--- src/rtl/mme_pkg.sv ---
// Shared types and constants of the matrix multiply engine.
`timescale 1ns / 1ps

package mme_pkg;

    // Widths fixed by the item and register formats
    localparam int DATA_W = 32;
    localparam int IDX_W  = 3;
    localparam int DIM_W  = 4;
    localparam int EFF_W  = DIM_W + 1;
    localparam int REQ_W  = 2;
    localparam int CFG_W  = 2;

    // Request codes
    localparam logic [REQ_W-1:0] REQ_WRITE_A = 2'd0;
    localparam logic [REQ_W-1:0] REQ_WRITE_B = 2'd1;
    localparam logic [REQ_W-1:0] REQ_COMPUTE = 2'd2;

    // Register indexes
    localparam logic [CFG_W-1:0] CFG_ROWS_A    = 2'd0;
    localparam logic [CFG_W-1:0] CFG_INNER_DIM = 2'd1;
    localparam logic [CFG_W-1:0] CFG_COLS_B    = 2'd2;

    localparam logic [DIM_W-1:0] DIM_RESET = 4'd8;

    typedef logic [DATA_W-1:0] t_word;

endpackage

--- src/rtl/mme_store.sv ---
// Matrix element store: one write port, registered read, per-entry valid bits.
`timescale 1ns / 1ps

module mme_store #(
    parameter int DEPTH = 64,
    parameter int AW    = 6
) (
    input  logic                i_clk,
    input  logic                i_rst_n,
    input  logic                i_wr_en,
    input  logic [AW-1:0]       i_wr_addr,
    input  mme_pkg::t_word      i_wr_data,
    input  logic                i_rd_en,
    input  logic [AW-1:0]       i_rd_addr,
    output mme_pkg::t_word      o_rd_data
);

    mme_pkg::t_word r_mem [DEPTH];
    logic [DEPTH-1:0] r_vld;
    mme_pkg::t_word   r_rd_data;
    logic             r_rd_vld;

    always_ff @(posedge i_clk) begin
        if (i_wr_en) begin
            r_mem[i_wr_addr] <= i_wr_data;
        end
        if (i_rd_en) begin
            r_rd_data <= r_mem[i_rd_addr];
        end
    end

    // Entries never written since reset read as zero
    always_ff @(posedge i_clk) begin
        if (!i_rst_n) begin
            r_vld    <= '0;
            r_rd_vld <= 1'b0;
        end else begin
            if (i_wr_en) begin
                r_vld[i_wr_addr] <= 1'b1;
            end
            if (i_rd_en) begin
                r_rd_vld <= r_vld[i_rd_addr];
            end
        end
    end

    assign o_rd_data = r_rd_vld ? r_rd_data : '0;

endmodule

--- config.mk ---
export PLATFORM = sky130hd
export DESIGN_NAME = mme_store
export DESIGN_NICKNAME = d
export VERILOG_FILES = /design/src/rtl/mme_pkg.sv /design/src/rtl/mme_store.sv
export SDC_FILE = /design/constraint.sdc
export NUM_CORES = 2
export LEC_CHECK = 0
export ABC_AREA = 1
export BUFFER_PORTS_ARGS = -buffer_cell sky130_fd_sc_hd__buf_2
export CAP_MARGIN = 25
export CELL_PAD_IN_SITES_DETAIL_PLACEMENT = 1
export CELL_PAD_IN_SITES_GLOBAL_PLACEMENT = 1
export CORE_MARGIN = 1.5
export CORE_UTILIZATION = 52
export DETAILED_ROUTE_END_ITERATION = 12
export HOLD_SLACK_MARGIN = 0.06
export PLACE_DENSITY_LB_ADDON = 0.1
export SLEW_MARGIN = 20
export SYNTH_ARGS = -nofsm -noshare
export SYNTH_HDL_FRONTEND = slang
export SYNTH_SLANG_ARGS = --single-unit
export TNS_END_PERCENT = 1
--- constraint.sdc ---
create_clock -name i_clk -period 2.8 [get_ports i_clk]
set_input_delay 0.14 -clock i_clk [delete_from_list [all_inputs] [get_ports i_clk]]
set_output_delay 0.14 -clock i_clk [all_outputs]
set_load 0.1 [all_outputs]
# Yosys cells after proc, flatten, opt, wreduce, memory -nomap -nowiden
# Memory sizes are Yosys's and may differ from the RTL's. A register that Yosys moved wholly into a read port is not among the register bits.
# Index checks and enable logic that the tools add are counted.
dict set report classes {
  magnitude_cmp 3
  n_mux 7
  bitwise 1
  reduce_logical 1
}
# operator n
set op_table {}
lappend op_table {{OR 64 bit} 1}
lappend op_table {{two-way mux 32 bit} 1}
lappend op_table {{< comparator 6 x 7 -> 1 bit, second input constant} 2}
lappend op_table {{binary-select mux 1 bit (select 6 bit)} 1}
lappend op_table {{demux 1 bit (select 6 bit)} 1}
lappend op_table {{greater-or-equal comparator 6 x 1 -> 1 bit, second input constant} 1}
lappend op_table {{two-way mux 1 bit} 4}
lappend op_table {{logical AND 1 bit} 1}
dict set report word_totals {
  ff_bits 65
  ram_bits 2048
  in_bits 48
  output_inout_bits 32
  wordCells 15
  mem_count 1
}
# name depth width rd rd_clocked_by_memory_dff wr line
set memory_table {}
lappend memory_table {r_mem 64 32 1 1 1 mme_store.sv:18} ;# mme_pkg::t_word r_mem [DEPTH];

# Longest topological paths before layout
dict set report logic_depth {
  depth_word 5
  ltp_mapped 14
  mapped_depth_nobuf 11
}

# Least setup slack after synthesis
# OpenSTA, ideal clock, no wires.
dict set report synth_path {
  path_kind {input to register}
  start {input i_wr_en}
  end {memory r_mem[55][0] (netlist name) (enable)}
  setup_time_ns 0.422
  t_arrival_ns 2.051
  setup_slack_ns 0.327
  cell_stages 4
  path_cell_list {clkinv_1 -> nor3_1 -> inv_1 -> nor2_1}
}
dict set report synth_between {
  elab_chain_cells 2
}
# element line
set synth_lines {}
lappend synth_lines {{start: declaration} mme_store.sv:10} ;# input logic i_wr_en,
lappend synth_lines {{two-way mux 1 bit} mme_store.sv:24} ;# if (i_wr_en) begin
lappend synth_lines {{two-way mux 1 bit (implied by the code)} mme_store.sv:25} ;# r_mem[i_wr_addr] <= i_wr_data;
lappend synth_lines {{end: declaration} mme_store.sv:18}
# Every way passes these cells.

# Final worst setup path
dict set report layout_path {
  start {register r_rd_vld}
  end {output o_rd_data[25]}
}
dict set report layout_between {
  elab_chain_cells 1
}
# element line
set layout_lines {}
lappend layout_lines {{start: declaration} mme_store.sv:21} ;# logic r_rd_vld;
lappend layout_lines {{start signal: assignment} mme_store.sv:42} ;# r_rd_vld <= r_vld[i_rd_addr];
lappend layout_lines {{two-way mux 32 bit} mme_store.sv:47} ;# assign o_rd_data = r_rd_vld ? r_rd_data : '0;
lappend layout_lines {{end: declaration} mme_store.sv:15} ;# output mme_pkg::t_word o_rd_data
# Every way passes these cells.

==> impl_metrics.py <==
metrics = {
    "status": {
        "status": "finished, final reports clean",
    },
    "power_and_ir_drop": {
        "p_leak_nw": 32.7,
        "ir_drop_mv": 0.733,
        "pwr_density_cell_nw_per_um2": 713,
    },
    "clocking": {
        "cts_root_buf": "clkbuf_16",
        "post_cts.repair.setup_buffers": 0,
        "cts.sinks": 2145,
        "cts_tree": "built",
        "post_cts_resized": 0,
        "cts_buffer_depth": 3,
        "cts_buffers": 214,
        "clock_latency_ns": 0.87,
        "path_clk_slew_ns": 0.07,
        "h-tree-depth": 4,
        "ctsHoldBuffers": 41,
    },
    "critical_path": {
        "end_kind": "primary output",
        "cp_max_fo": 33,
        "worstSetupPathType": "reg -> out",
        "cp.arrival_ns": 2.48,
        "r2r_cells": 8,
        "r2r_end": "r_rd_data[13]",
        "required_ns": 2.66,
        "rrSetupSlack_ns": 0.66,
        "crit_path_start_kind": "flip-flop",
        "r2r-start": "r_mem[38][13]",
    },
    "layout": {
        "syn_to_final_growth_pct": 15.3,
        "layout-drive-gt1-share_pct": 10.9,
        "final_nets": 6960,
        "fillers": 15505,
        "stdcell_area_sq_um": 97400,
    },
    "yosys": {
        "synth-edff-count": 2080,
        "synth-seq-area-share_pct": 75.5,
        "synth_top_area_share_pct": 73.9,
        "synth_area_leader_cell": "edfxtp_1",
        "synth_common_cells": "edfxtp_1 (2,080), nor2_1 (1,178), o21ai_0 (993), nand2_1 (846), o22ai_1 (487)",
        "ys_ff_latch": 2145,
        "async_reset_ff_share_pct": 0,
        "synth_nets": 6779,
        "netlist_area_sq_um": 84500,
        "synth_top_flop_cell": "edfxtp_1",
        "synth_area_leaders": "edfxtp_1 (74%), o21ai_0 (5.9%), nor2_1 (5.2%)",
        "yosysMostFrequentCell": "edfxtp_1",
        "yosysWarnings": 0,
        "postSynthAreaPerCell_sq_um": 12.6,
        "ys_types": 21,
        "syn_inst": 6731,
    },
    "place": {
        "routabilityCongestion": 0.833,
        "port_buffers": 79,
        "post-place-ws_ns": -0.00248,
        "placed_cell_area_sq_um": 90000,
        "hpwl_um": 163000,
    },
    "floorplanning": {
        "die_area_sq_um": 165000,
        "die-height_um": 406,
        "rows": 147,
        "die_width_um": 406,
        "ioPinCount": 80,
        "floorplan.initialDensity_pct": 52.5,
        "coreArea_sq_um": 161000,
    },
    "timing": {
        "finalSetupViolCount": 0,
        "hold_viol": 0,
        "finalSetupTns_ns": 0,
        "rsz0062_at_grt": "no",
        "timing.hold.ws_ns": 0.159,
        "slew_viol_final": 0,
        "min_period_ns": 2.62,
        "fmax_mhz": 381,
        "skew_ns": 0.0345,
        "post-route-period-util_pct": 93.6,
        "layout_setup_ws_ns": 0.179,
        "tightest_slew_ns": 0.960,
        "slew-limit-headroom_pct": 36.0,
    },
    "detailed_routing": {
        "wl_um": 292000,
        "viasPerCell": 6.41,
        "ant_nets": 0,
        "drcViolationCount": 0,
        "drt_iter0_markers": 7532,
        "drt-pass1-iter-count": 6,
        "vias": 59300,
        "wl_per_cell_um": 31.5,
    },
    "global_routing": {
        "gr-usage-met1_pct": 48.9,
        "grtUsageMet3_pct": 6.02,
        "grt_busiest_layer": "met2",
        "grt_pass1_vias": 60554,
        "grt_max_degree": 95,
        "grt_pass1_wl_um": 417000,
        "grt_overflow": 0,
        "met2_usage_pct": 56.2,
        "grtUsageTotal_pct": 35.3,
        "antenna_found_initial": 9,
    },
    "hold_path": {
        "hp-class": "in -> reg",
        "hold_depth": 5,
        "hold_start": "i_rd_addr[4]",
        "worst_hold_path.endpoint": "r_rd_data[20]",
    },
    "job": {
        "max_cap_violations": 0,
    },
}
## how the worst max path moves through the flow
stage                       from             to  slack, ns
floorplan                i_wr_en   r_mem[55][0]       0.33
global placement    i_rd_addr[0]   r_rd_data[4]       0.02
detailed placement  i_rd_addr[0]   r_rd_data[4]     -0.002
CTS                     r_rd_vld  o_rd_data[25]       0.19
global route            r_rd_vld  o_rd_data[25]       0.18
finish                  r_rd_vld  o_rd_data[25]       0.18
## flip-flops by register name, summed over array words and instances (netlist names)
name and count:
r_rd_vld 1, r_vld 64, r_rd_data 32, r_mem 2048
## layer usage
metal | up-vias | part of all wire [%]
met5 | - | 0.0089
met4 | 4 | 3.9
met3 | 592 | 9.4
met2 | 3009 | 47
met1 | 30802 | 40
li1 | 24893 | -
## layout make-up
class / count / area (sq um) / share of cell area, %
clock inverter: 125 / 1240 / 1.28
inverter: 95 / 394 / 0.405
tap: 2160 / 2700 / 2.77
antenna: 2 / 5.00 / 0.00514
clock buffer: 269 / 5730 / 5.88
timing repair buffer: 435 / 4920 / 5.05
sequential: 2145 / 63800 / 65.4
multi-input combinational: 4021 / 18700 / 19.2
## where the power goes
group | switching [W] | leakage (nW) | total [W] | internal [W]
logic | 0.00361 | 9.99 | 0.00487 | 0.00125
registers | 0.000124 | 19.3 | 0.0356 | 0.0355
clock network | 0.0124 | 3.41 | 0.0290 | 0.0166
total | 0.0161 | 32.7 | 0.0695 | 0.0533
## critical path: stages (launching register included)
cell	delay (ns)
dfxtp_1	0.36
buf_12	0.25
nand2_1	0.26
inv_1	0.23
buf_2	0.46
## per-stage QoR
stage,total power (W),utilization [%],std cells
final,0.0695,60.5,9252
after floorplan,0.0385,-,6731
after detailed placement,0.0410,56.0,8815
after CTS,0.0696,60.5,9250
after global placement,0.0408,56.0,8815
after global routing,0.0710,60.5,9251
## layout by cell type (no fill, tap or decap)
master / count
clkinvlp_4: 5
edfxtp_1: 2080
clkbuf_1: 42
buf_4: 182
inv_2: 1
nand2_1: 846
inv_8: 2
inv_6: 15
clkinv_2: 36
nand3_1: 472
clkbuf_16: 217
a21oi_1: 25
clkinv_4: 2
buf_6: 1
nor3_1: 14
nor2_4: 64
buf_12: 136
dfxtp_1: 65
o21ai_0: 993
buf_2: 72
bufinv_16: 24
dlygate4sd3_1: 41
clkbuf_8: 10
clkinv_1: 46
o21ai_1: 6
inv_16: 1
inv_1: 88
buf_8: 3
o22ai_1: 487
nor2_1: 1114
diode_2: 2
## cells by family after synthesis
logic type / after synthesis / synth area share, %
compound gates: 1511 / 9.67
buf+inv: 565 / 2.98
flops: 2145 / 75.5
simple gates: 2510 / 11.9
(Power assumes the default switching activity.)
